--- src/hdl/bndc_pkg.sv ---
// Shared constants, codes and types of the base-N digit counter.
`default_nettype none

package bndc_pkg;

    // Digit row geometry.
    localparam int MAX_DIGITS  = 8;
    localparam int DIGIT_WIDTH = 8;
    localparam int IDX_W       = $clog2(MAX_DIGITS);

    // Field and register widths.
    localparam int VALUE_W  = 64;
    localparam int BASE_W   = 9;
    localparam int COUNT_W  = 4;
    localparam int ACTION_W = 3;
    localparam int INDEX_W  = 4;
    localparam int NEWDIG_W = 8;
    localparam int OUTDIG_W = 8;
    localparam int APB_DW   = 32;
    localparam int APB_AW   = 3;

    // Largest usable base is bounded by the digit width.
    localparam int BASE_TOP = ((1 << DIGIT_WIDTH) > 256) ? 256 : (1 << DIGIT_WIDTH);

    // Bit-serial divider produces one quotient bit per cycle.
    localparam int DIV_STEPS = VALUE_W;
    localparam int DIV_CNT_W = $clog2(DIV_STEPS);
    localparam int REM_W     = $clog2(BASE_TOP);

    // Request actions.
    localparam logic [ACTION_W-1:0] ACT_CLEAR = 3'd0;
    localparam logic [ACTION_W-1:0] ACT_INC   = 3'd1;
    localparam logic [ACTION_W-1:0] ACT_LOAD  = 3'd2;
    localparam logic [ACTION_W-1:0] ACT_WRITE = 3'd3;
    localparam logic [ACTION_W-1:0] ACT_READ  = 3'd4;

    // Configuration register indexes, taken from paddr bit 2.
    localparam logic REG_BASE = 1'b0;
    localparam logic REG_NUM  = 1'b1;

    // Reset values of the configuration registers.
    localparam logic [BASE_W-1:0]  BASE_RESET = 9'd10;
    localparam logic [COUNT_W-1:0] NUM_RESET  = 4'd8;

    // Control of the shared multiply-accumulate unit.
    typedef struct packed {
        logic clear;
        logic step;
    } mac_ctl_t;

endpackage

`default_nettype wire

--- src/hdl/bndc_divider.sv ---
// Bit-serial restoring divider: 64-bit dividend by the counting base.
`default_nettype none

module bndc_divider
    import bndc_pkg::*;
(
    input  wire logic               clk,
    input  wire logic               rst_n,
    input  wire logic               start,
    input  wire logic [VALUE_W-1:0] dividend,
    input  wire logic [BASE_W-1:0]  divisor,
    output logic                    done,
    output logic [VALUE_W-1:0]      quotient,
    output logic [REM_W-1:0]        remainder
);

    logic                 busy_reg, busy_next;
    logic                 done_reg, done_next;
    logic [DIV_CNT_W-1:0] cnt_reg, cnt_next;
    logic [VALUE_W-1:0]   quo_reg, quo_next;
    logic [REM_W-1:0]     rem_reg, rem_next;
    logic [BASE_W-1:0]    trial;
    logic [BASE_W-1:0]    diff;
    logic                 fits;

    // One trial subtraction per cycle; the dividend shifts out as quotient bits shift in.
    assign trial = {rem_reg, quo_reg[VALUE_W-1]};
    assign fits  = (trial >= divisor);
    assign diff  = trial - divisor;

    always_comb
    begin
        busy_next = busy_reg;
        done_next = 1'b0;
        cnt_next  = cnt_reg;
        quo_next  = quo_reg;
        rem_next  = rem_reg;
        if (start)
        begin
            busy_next = 1'b1;
            cnt_next  = '0;
            quo_next  = dividend;
            rem_next  = '0;
        end
        else if (busy_reg)
        begin
            cnt_next = cnt_reg + 1'b1;
            quo_next = {quo_reg[VALUE_W-2:0], fits};
            rem_next = fits ? diff[REM_W-1:0] : trial[REM_W-1:0];
            if (cnt_reg == DIV_CNT_W'(DIV_STEPS - 1))
            begin
                busy_next = 1'b0;
                done_next = 1'b1;
            end
        end
    end

    // Control state.
    always_ff @(posedge clk or negedge rst_n)
    begin
        if (!rst_n)
        begin
            busy_reg <= 1'b0;
            done_reg <= 1'b0;
            cnt_reg  <= '0;
        end
        else
        begin
            busy_reg <= busy_next;
            done_reg <= done_next;
            cnt_reg  <= cnt_next;
        end
    end

    // Datapath.
    always_ff @(posedge clk)
    begin
        quo_reg <= quo_next;
        rem_reg <= rem_next;
    end

    assign done      = done_reg;
    assign quotient  = quo_reg;
    assign remainder = rem_reg;

endmodule

`default_nettype wire

--- src/hdl/bndc_mac.sv ---
// Shared multiply-accumulate unit: acc = acc * base + addend, one step per cycle.
`default_nettype none

module bndc_mac
    import bndc_pkg::*;
(
    input  wire logic                   clk,
    input  wire mac_ctl_t               ctl,
    input  wire logic [BASE_W-1:0]      base,
    input  wire logic [DIGIT_WIDTH-1:0] addend,
    output logic [VALUE_W-1:0]          acc
);

    logic [VALUE_W-1:0] acc_reg, acc_next;
    logic [VALUE_W-1:0] product;

    // Horner step, wrapping modulo 2^64.
    assign product = acc_reg * VALUE_W'(base);

    always_comb
    begin
        acc_next = acc_reg;
        if (ctl.clear)
        begin
            acc_next = '0;
        end
        else if (ctl.step)
        begin
            acc_next = product + VALUE_W'(addend);
        end
    end

    always_ff @(posedge clk)
    begin
        acc_reg <= acc_next;
    end

    assign acc = acc_reg;

endmodule

`default_nettype wire

--- src/hdl/base_n_digit_counter.sv ---
// Top level of the base-N digit counter: configuration, sequencer and digit row.
//
// Usage:
// Requests enter on the input channel (in_valid / in_stall) and each produces
// exactly one result on the output channel (out_valid / out_stall). The block
// works on one request at a time and holds in_stall high while busy.
// A request first does its action: a load runs the bit-serial divider once per
// digit, an increment ripples its carry upward and a read fetches the digit;
// clear, write, an unused action or a bad index go straight on to evaluation.
// The binary value and the maximum value are both evaluated in the one shared
// multiply-accumulate unit, one digit a cycle.
// The next request can be taken once the result appears; the block takes no
// new request before it is through with the last one.
// The result sits in an output register, so a stalled receiver only holds the
// finished result; a following request is still taken and computed, and its
// result waits in the sequencer until that register is free.
// Reset clears all digits and sets base 10 and 8 digits.
// Configuration is to be written over the APB port only while the block is idle; the block does not enforce this.
`default_nettype none

module base_n_digit_counter
    import bndc_pkg::*;
(
    input  wire logic                clk,
    input  wire logic                rst_n,
    // Configuration port.
    input  wire logic                psel,
    input  wire logic                penable,
    input  wire logic                pwrite,
    input  wire logic [APB_AW-1:0]   paddr,
    input  wire logic [APB_DW-1:0]   pwdata,
    output logic [APB_DW-1:0]        prdata,
    output logic                     pready,
    // Request channel.
    input  wire logic                in_valid,
    output logic                     in_stall,
    input  wire logic [ACTION_W-1:0] action,
    input  wire logic [INDEX_W-1:0]  digit_index,
    input  wire logic [VALUE_W-1:0]  value,
    input  wire logic [NEWDIG_W-1:0] new_digit,
    // Result channel.
    output logic                     out_valid,
    input  wire logic                out_stall,
    output logic                     rolled_over,
    output logic [VALUE_W-1:0]       binary_value,
    output logic [OUTDIG_W-1:0]      digit_value,
    output logic [VALUE_W-1:0]       max_value
);

    // Sequencer states.
    localparam int ST_W = 3;
    localparam logic [ST_W-1:0] S_IDLE = 3'd0;
    localparam logic [ST_W-1:0] S_DIV  = 3'd1;
    localparam logic [ST_W-1:0] S_INC  = 3'd2;
    localparam logic [ST_W-1:0] S_READ = 3'd3;
    localparam logic [ST_W-1:0] S_SUM  = 3'd4;
    localparam logic [ST_W-1:0] S_MID  = 3'd5;
    localparam logic [ST_W-1:0] S_MAX  = 3'd6;
    localparam logic [ST_W-1:0] S_DONE = 3'd7;

    logic [BASE_W-1:0]      base_reg;
    logic [COUNT_W-1:0]     num_reg;
    logic [BASE_W-1:0]      eff_base;
    logic [COUNT_W-1:0]     eff_num;
    logic [IDX_W-1:0]       last_idx;

    logic [ST_W-1:0]        state_reg, state_next;
    logic [IDX_W-1:0]       idx_reg, idx_next;
    logic [DIGIT_WIDTH-1:0] digits_reg [MAX_DIGITS];
    logic [DIGIT_WIDTH-1:0] digits_next [MAX_DIGITS];
    logic                   rolled_reg, rolled_next;
    logic [DIGIT_WIDTH-1:0] rd_reg, rd_next;
    logic [VALUE_W-1:0]     sum_reg, sum_next;
    logic                   out_valid_reg, out_valid_next;
    logic                   out_rolled_reg, out_rolled_next;
    logic [VALUE_W-1:0]     out_bin_reg, out_bin_next;
    logic [OUTDIG_W-1:0]    out_digit_reg, out_digit_next;
    logic [VALUE_W-1:0]     out_max_reg, out_max_next;

    logic                   start_sum;
    logic [DIGIT_WIDTH-1:0] cur_digit;
    logic [BASE_W-1:0]      inc_digit;

    logic                   div_start;
    logic [VALUE_W-1:0]     div_dividend;
    logic                   div_done;
    logic [VALUE_W-1:0]     div_quotient;
    logic [REM_W-1:0]       div_remainder;

    mac_ctl_t               mac_ctl;
    logic [DIGIT_WIDTH-1:0] mac_addend;
    logic [VALUE_W-1:0]     mac_acc;

    // Configuration registers.
    always_ff @(posedge clk or negedge rst_n)
    begin
        if (!rst_n)
        begin
            base_reg <= BASE_RESET;
            num_reg  <= NUM_RESET;
        end
        else if (psel && penable && pwrite)
        begin
            unique case (paddr[2])
                REG_BASE: base_reg <= pwdata[BASE_W-1:0];
                REG_NUM:  num_reg  <= pwdata[COUNT_W-1:0];
                default:  ;
            endcase
        end
    end

    assign pready = 1'b1;
    assign prdata = (paddr[2] == REG_NUM) ? APB_DW'(num_reg) : APB_DW'(base_reg);

    // Clamp the base and digit count into their usable ranges.
    always_comb
    begin
        eff_base = base_reg;
        if (base_reg < BASE_W'(2))
        begin
            eff_base = BASE_W'(2);
        end
        else if (base_reg > BASE_W'(BASE_TOP))
        begin
            eff_base = BASE_W'(BASE_TOP);
        end
        eff_num = num_reg;
        if (num_reg < COUNT_W'(1))
        begin
            eff_num = COUNT_W'(1);
        end
        else if (num_reg > COUNT_W'(MAX_DIGITS))
        begin
            eff_num = COUNT_W'(MAX_DIGITS);
        end
    end

    assign last_idx  = IDX_W'(eff_num - 1'b1);
    assign cur_digit = digits_reg[idx_reg];
    assign inc_digit = BASE_W'(cur_digit) + 1'b1;

    // Shared arithmetic units.
    bndc_divider u_divider (
        .clk       (clk),
        .rst_n     (rst_n),
        .start     (div_start),
        .dividend  (div_dividend),
        .divisor   (eff_base),
        .done      (div_done),
        .quotient  (div_quotient),
        .remainder (div_remainder)
    );

    bndc_mac u_mac (
        .clk    (clk),
        .ctl    (mac_ctl),
        .base   (eff_base),
        .addend (mac_addend),
        .acc    (mac_acc)
    );

    // Sequencer.
    always_comb
    begin
        state_next      = state_reg;
        idx_next        = idx_reg;
        digits_next     = digits_reg;
        rolled_next     = rolled_reg;
        rd_next         = rd_reg;
        sum_next        = sum_reg;
        out_valid_next  = out_valid_reg;
        out_rolled_next = out_rolled_reg;
        out_bin_next    = out_bin_reg;
        out_digit_next  = out_digit_reg;
        out_max_next    = out_max_reg;
        start_sum       = 1'b0;
        div_start       = 1'b0;
        div_dividend    = div_quotient;
        mac_ctl         = '0;
        mac_addend      = cur_digit;

        // The receiver takes the pending result.
        if (out_valid_reg && !out_stall)
        begin
            out_valid_next = 1'b0;
        end

        unique case (state_reg)
            S_IDLE:
            begin
                if (in_valid)
                begin
                    rolled_next = 1'b0;
                    rd_next     = '0;
                    unique case (action) inside
                        ACT_CLEAR:
                        begin
                            digits_next = '{default: '0};
                            start_sum   = 1'b1;
                        end
                        ACT_LOAD:
                        begin
                            digits_next  = '{default: '0};
                            idx_next     = '0;
                            div_start    = 1'b1;
                            div_dividend = value;
                            state_next   = S_DIV;
                        end
                        ACT_INC, ACT_WRITE, ACT_READ:
                        begin
                            if (digit_index >= eff_num)
                            begin
                                // Index past the digits in use wraps the counter.
                                digits_next = '{default: '0};
                                rolled_next = 1'b1;
                                start_sum   = 1'b1;
                            end
                            else if (action == ACT_INC)
                            begin
                                idx_next   = digit_index[IDX_W-1:0];
                                state_next = S_INC;
                            end
                            else if (action == ACT_WRITE)
                            begin
                                digits_next[digit_index[IDX_W-1:0]] =
                                    new_digit[DIGIT_WIDTH-1:0];
                                start_sum = 1'b1;
                            end
                            else
                            begin
                                idx_next   = digit_index[IDX_W-1:0];
                                state_next = S_READ;
                            end
                        end
                        default:
                        begin
                            start_sum = 1'b1;
                        end
                    endcase
                end
            end

            // One digit per divider pass, lowest first.
            S_DIV:
            begin
                if (div_done)
                begin
                    digits_next[idx_reg] = DIGIT_WIDTH'(div_remainder);
                    if (idx_reg == last_idx)
                    begin
                        start_sum = 1'b1;
                    end
                    else
                    begin
                        idx_next  = idx_reg + 1'b1;
                        div_start = 1'b1;
                    end
                end
            end

            // Carry ripples upward one digit per cycle.
            S_INC:
            begin
                if (inc_digit >= eff_base)
                begin
                    digits_next[idx_reg] = '0;
                    if (idx_reg == last_idx)
                    begin
                        digits_next = '{default: '0};
                        rolled_next = 1'b1;
                        start_sum   = 1'b1;
                    end
                    else
                    begin
                        idx_next = idx_reg + 1'b1;
                    end
                end
                else
                begin
                    digits_next[idx_reg] = inc_digit[DIGIT_WIDTH-1:0];
                    start_sum            = 1'b1;
                end
            end

            S_READ:
            begin
                rd_next   = cur_digit;
                start_sum = 1'b1;
            end

            // Binary value by Horner's rule, top digit first.
            S_SUM:
            begin
                mac_ctl.step = 1'b1;
                if (idx_reg == '0)
                begin
                    state_next = S_MID;
                end
                else
                begin
                    idx_next = idx_reg - 1'b1;
                end
            end

            S_MID:
            begin
                sum_next      = mac_acc;
                mac_ctl.clear = 1'b1;
                idx_next      = last_idx;
                state_next    = S_MAX;
            end

            // Maximum value: every digit at base minus one.
            S_MAX:
            begin
                mac_ctl.step = 1'b1;
                mac_addend   = DIGIT_WIDTH'(eff_base - 1'b1);
                if (idx_reg == '0)
                begin
                    state_next = S_DONE;
                end
                else
                begin
                    idx_next = idx_reg - 1'b1;
                end
            end

            S_DONE:
            begin
                if (!out_valid_reg || !out_stall)
                begin
                    out_valid_next  = 1'b1;
                    out_rolled_next = rolled_reg;
                    out_bin_next    = sum_reg;
                    out_digit_next  = OUTDIG_W'(rd_reg);
                    out_max_next    = mac_acc;
                    state_next      = S_IDLE;
                end
            end

            default:
            begin
                state_next = S_IDLE;
            end
        endcase

        // Every request ends with the two evaluation passes.
        if (start_sum)
        begin
            idx_next      = last_idx;
            mac_ctl.clear = 1'b1;
            state_next    = S_SUM;
        end
    end

    // Control state and the digit row.
    always_ff @(posedge clk or negedge rst_n)
    begin
        if (!rst_n)
        begin
            state_reg     <= S_IDLE;
            idx_reg       <= '0;
            digits_reg    <= '{default: '0};
            out_valid_reg <= 1'b0;
        end
        else
        begin
            state_reg     <= state_next;
            idx_reg       <= idx_next;
            digits_reg    <= digits_next;
            out_valid_reg <= out_valid_next;
        end
    end

    // Result payload.
    always_ff @(posedge clk)
    begin
        rolled_reg     <= rolled_next;
        rd_reg         <= rd_next;
        sum_reg        <= sum_next;
        out_rolled_reg <= out_rolled_next;
        out_bin_reg    <= out_bin_next;
        out_digit_reg  <= out_digit_next;
        out_max_reg    <= out_max_next;
    end

    assign in_stall     = (state_reg != S_IDLE);
    assign out_valid    = out_valid_reg;
    assign rolled_over  = out_rolled_reg;
    assign binary_value = out_bin_reg;
    assign digit_value  = out_digit_reg;
    assign max_value    = out_max_reg;

endmodule

`default_nettype wire

--- config.mk ---
export PLATFORM = sky130hd
export DESIGN_NAME = base_n_digit_counter
export DESIGN_NICKNAME = d
export VERILOG_FILES = /design/src/hdl/bndc_pkg.sv /design/src/hdl/bndc_divider.sv /design/src/hdl/bndc_mac.sv /design/src/hdl/base_n_digit_counter.sv
export SDC_FILE = /design/constraint.sdc
export NUM_CORES = 2
export LEC_CHECK = 0
export ABC_AREA = 1
export BUFFER_PORTS_ARGS = -buffer_cell sky130_fd_sc_hd__buf_2
export CAP_MARGIN = 20
export CORE_ASPECT_RATIO = 0.5
export CORE_MARGIN = 1.5
export CORE_UTILIZATION = 58
export DETAILED_ROUTE_END_ITERATION = 7
export PLACE_DENSITY = 0.75
export SLEW_MARGIN = 25
export SYNTH_ARGS = -nofsm -noshare
export SYNTH_HDL_FRONTEND = slang
export SYNTH_SLANG_ARGS = --single-unit
export TNS_END_PERCENT = 1
--- constraint.sdc ---
create_clock -name clk -period 9.02 [get_ports clk]
set_input_delay 1.353 -clock clk [delete_from_list [all_inputs] [get_ports clk]]
set_output_delay 1.353 -clock clk [all_outputs]
set_load 0.1 [all_outputs]
# Word level (Yosys, flattened, before mapping)
# Index checks and enable logic that the tools add are counted.
classes:
  order_cmp: 11
  mul: 1
  eq_ne: 33
  add_sub_neg: 8
  n_mux: 88
  bitwise: 5
  n_reduce_logical: 30
ops:
  columns: ["operator", "n"]
  rows:
  - ["$mux 64", 12]
  - ["$bwmux 64", 3]
  - ["$pmux 64 s3", 1]
  - ["$pmux 64 s2", 1]
  - ["$add 64x8->64", 1]
  - ["$and 64x64->64", 1]
  - ["$mul 64x9->64", 1]
  - ["$not 64->64", 1]
  - ["$mux 8", 7]
  - ["$mux 3", 17]
  - ["$demux 8 s3", 2]
  - ["$pmux 3 s5", 2]
  - ["$mux 1", 28]
  - ["$mux 9", 3]
  - ["$bmux 8 s3", 1]
  - ["$ne 3x3->1 const B", 7]
  - ["$ge 9x9->1", 2]
  - ["$ne 4x4->1 const B", 4]
  - ["$pmux 8 s2", 1]
  - ["$reduce_and 8->1", 2]
  - ["$eq 3x3->1 const B", 5]
  - ["$eq 3x2->1 const B", 4]
  - ["$lt 4x1->1 const B", 3]
  - ["$mux 6", 2]
  - ["36 further kinds", 65]
word_totals:
  ff_bits: 438
  word_cells: 202

# Longest topological paths before layout
depth:
  ltp_word: 12
  mapped_depth: 34

# Cells and area by module
# A second synthesis with hierarchy kept.
unflattened:
  cells_unflattened: 5572
  hier_area_um2: 41209.5
modules_own_cells:
  columns: ["module", "area_each_um2", "seq_area_each_um2", "n_inst", "cells_per_inst"]
  rows:
  - ["bndc_mac", 21724.6, 1281.2, 1, 3262]
  - ["base_n_digit_counter", 15563.7, 8411.8, 1, 1862]
  - ["bndc_divider", 3921.3, 2282.2, 1, 448]

# Worst setup path after synthesis
# No wires, ideal clock.
synth_path:
  path_type: "input -> register"
  from: "in out_stall"
  to: "reg out_bin_reg[0], in the netlist binary_value[0], enable pin"
  path_buffers: 0
  slack_ps: 1181
  arrival_time_ps: 7205
  required_ps: 8385
  cell_stages: 3
  cell_sequence: "nand2_1 -> inv_1 -> nor2_1"
synth_between:
  elab_chain_cells: 3
synth_lines:
  columns: ["element", "line_no", "text"]
  rows:
  - ["start: declaration", "base_n_digit_counter.sv:43", "input wire logic out_stall,"]
  - ["$logic_not 1->1", "base_n_digit_counter.sv:330", "if (!out_valid_reg || !out_stall)"]
  - ["$logic_or 1x1->1", "base_n_digit_counter.sv:330", null]
  - ["$reduce_and 2->1 (no source line)", null, null]
  - ["end signal: assignment", "base_n_digit_counter.sv:382", "out_bin_reg <= out_bin_next;"]
  - ["end: declaration", "base_n_digit_counter.sv:76", "logic [VALUE_W-1:0] out_bin_reg, out_bin_next;"]
# Every way passes these cells.
# A chain may end at the register's enable or synchronous reset.

# Worst setup path in the final report
layout_path:
  from: "reg base_reg[8]"
  to: "reg u_mac.acc_reg[40], in the netlist u_mac.acc[40]"
layout_between:
  elab_chain_cells: 7
layout_lines:
  columns: ["element", "line_no", "text"]
  rows:
  - ["start: declaration", "base_n_digit_counter.sv:61", "logic [BASE_W-1:0] base_reg;"]
  - ["start signal: assignment", "base_n_digit_counter.sv:105", "REG_BASE: base_reg <= pwdata[BASE_W-1:0];"]
  - ["$gt 9x9->1", "base_n_digit_counter.sv:123", "else if (base_reg > BASE_W'(BASE_TOP))"]
  - ["$mux 9", "base_n_digit_counter.sv:123", null]
  - ["$mux 9 *", "base_n_digit_counter.sv:119", "if (base_reg < BASE_W'(2))"]
  - ["branches (longest 4 deep; another with $mul 64x9->64)", null, null]
  - ["end signal: assignment", "bndc_mac.sv:35", "acc_reg <= acc_next;"]
  - ["end: declaration", "bndc_mac.sv:14", "logic [VALUE_W-1:0] acc_reg, acc_next;"]
# Every way passes the cells marked *.

==> impl_metrics.json <==
{
  "outcome": "finished, final reports clean",
  "synth-adder-area-share": 0.272,
  "fill_cells": 5420,
  "vias_per_cell": 5.85,
  "start_util": 0.591,
  "cts.sinks": 438,
  "p_total_mw": 14.8,
  "tritoncts": "yes",
  "worst_pin_slew_ps": 1120,
  "cts_root_buffer": "clkbuf_16",
  "postLayoutCoreUtil": 0.643,
  "swShare": 0.540,
  "yosysTopAreaCell": "edfxtp_1",
  "seq_power_share": 0.256,
  "synth_ff_type": "edfxtp_1",
  "antenna_found_initial": 2,
  "clkPwrFrac": 0.133,
  "seq_area_frac_synth": 0.319,
  "hold_violations": 0,
  "path_class": "reg2reg",
  "drc": 0,
  "drtIter0Drc": 3569,
  "min_path_type": "reg2reg",
  "drtPass1Iterations": 6,
  "netlist_instances": 4456,
  "syn_area_um2": 37500,
  "antenna_left": 0,
  "cts_buffer_depth": 3,
  "synth_most_common_cell": "nand2_1",
  "grt_max_degree": 80,
  "period_share": 0.866,
  "areaGrowthSynthToFinish_pct": 8.79,
  "die_w_um": 363,
  "relSlewSlack": 0.249,
  "place_congestion": 1.03,
  "post_cts_buffers": 0,
  "synth_top_area_share": 0.219,
  "syn_avg_cell_area_um2": 8.42,
  "synth.area.mux_share": 0.00267,
  "vias": 32100,
  "die_area_um2": 66300,
  "overflow": 0,
  "nets": 5297,
  "peakVddDrop_uv": 220,
  "internal_power_mw": 6.78,
  "drv_cap": 0,
  "clkTransAtPathRegs_ps": 70,
  "p_per_area_nw_per_um2": 362,
  "portBuffers": 243,
  "rsz0062_at_grt": "no",
  "p_switching_mw": 7.97,
  "async_flop_share": 0.210,
  "finalCriticalPeriod_ps": 7810,
  "io_pins": 293,
  "setup_viol": 0,
  "grt_pass1_vias": 31800,
  "rows": 65,
  "clk_latency_ps": 630,
  "hold_buffers": 0,
  "ys_ff_latch": 438,
  "placed_cells": 5399,
  "yosysUniqueCellTypes": 61,
  "fmax_ghz": 0.128,
  "yosys-top-cells-count": "nand2_1, inv_1, nor2_1",
  "drive_above_1_share": 0.0924,
  "cts_max_level": 2,
  "yosys.area_share.simple": 0.198,
  "synth.top_cells.by_area": "edfxtp_1, fa_1, nand2_1, inv_1, nor2_1",
  "synth_top_family_by_area": "adder cells",
  "cts_resized": 0,
  "synth-compound-area-share": 0.108,
  "synth_edf_count": 274,
  "p_comb_frac": 0.611,
  "wirelength_um": 112000,
  "path_max_fanout": 19,
  "p_leak_nw": 19.5,
  "hpwl_um": 82400,
  "finClkSkew_ps": 27.6,
  "ys_warn_count": 0,
  "grt_usage": 0.342,
  "grt_pass1_wl_um": 176000,
  "wl_per_cell_um": 20.4,
  "drv_slew": 0,
  "worst_ep_arrival_time_ps": 8280,
  "synth_xor_area_frac": 0.0112,
  "required_ps": 9500,
  "setup_tns_ps": 0,
  "die_y_um": 183,
  "critPathCaptureType": "flop",
  "final_cells": 5481,
  "startpoint_type": "flop",
  "core_area_um2": 63400,
  "cts_buffers": 43
}
## cells by family after synthesis
kind of cell	after synthesis
compound gates	700
xor+xnor	48
fa+ha+maj	569
buf+inv	848
flops	438
mux	10
other cells	2
simple gates	1841
## critical path: stages (launching register included)
cell      delay (ps)
dfrtp_2          440
nor2_1           290
nand2_1          150
o21ai_0          360
nand2_1          430
inv_2            540
buf_4            300
nand2_1           90
fa_1             520
inv_1             60
fa_1             500
fa_1             550
inv_1             50
fa_1             470
inv_1             40
ha_1             300
ha_1             390
a21oi_1          100
o21ai_0          510
o21bai_1         280
a21oi_1          120
buf_4            180
o21ai_0          640
xnor2_1          210
a21oi_1           90
## path summary, 6_finish.rpt
check	from	cells after the start	slack [ps]	endpoint
worst min register to register	rd_reg[6]	0	420	digit_value[6]
worst min-delay path	rd_reg[6]	0	420	digit_value[6]
worst max-delay path	base_reg[8]	24	1210	u_mac.acc[40]
worst max register to register	base_reg[8]	24	1210	u_mac.acc[40]
min in group asynchronous	rst_n	1	810	digits_reg[51]
max in group asynchronous	rst_n	2	7100	base_reg[8]
## layout make-up
class	instances	area, um^2	area share
diodes	2	5.00	0.000123
clock buffers	53	1150	0.0283
clock inverters	27	348	0.00853
inverters	647	2430	0.0596
multi-input cells	3192	22300	0.547
flip-flops and latches	438	12000	0.294
well taps	837	1050	0.0257
repair buffers	285	1530	0.0376
## layer usage
metal | share of wire | track usage
met2 | 0.45 | 0.541
met1 | 0.41 | 0.469
met4 | 0.044 | 0.141
met5 | 0.00012 | 0
met3 | 0.097 | 0.0650
## layout by cell type, fill, tap and decap left out, drive strengths merged, types with 30 or more instances in the layout
| cell | instances |
|---|---|
| clkbuf | 53 |
| dfxtp | 72 |
| dfrtp | 89 |
| nand4 | 30 |
| a21oi | 261 |
| nand2 | 955 |
| nand3 | 100 |
| a211oi | 38 |
| buf | 285 |
| edfxtp | 274 |
| inv | 648 |
| nor3 | 102 |
| ha | 160 |
| o21ai | 233 |
| o22ai | 31 |
| nor2 | 631 |
| fa | 409 |
## through the flow
| stage | hold slack [ps] | instance area (um^2) | setup WS (ps) |
|---|---|---|---|
| floorplan | 400 | 37600 | 1180 |
| global placement | 400 | 39300 | 1490 |
| detailed placement | 405 | 39300 | 1420 |
| CTS | 417 | 40800 | 1370 |
| global route | 418 | 40800 | 839 |
| finish | 415 | 40800 | 1210 |
## power by group through the flow
| stage | Combinational (mW) | Sequential, mW | Clock (mW) |
|---|---|---|---|
| after global placement | 8.58 | 3.76 | 0 |
| after detailed placement | 8.78 | 3.79 | 0 |
| after CTS | 8.86 | 3.76 | 1.99 |
| after floorplan | 5.73 | 4.36 | 0 |
| final | 9.02 | 3.77 | 1.97 |
| after global routing | 9.92 | 3.84 | 2.07 |
No activity file was read; power rests on OpenSTA's default activity.
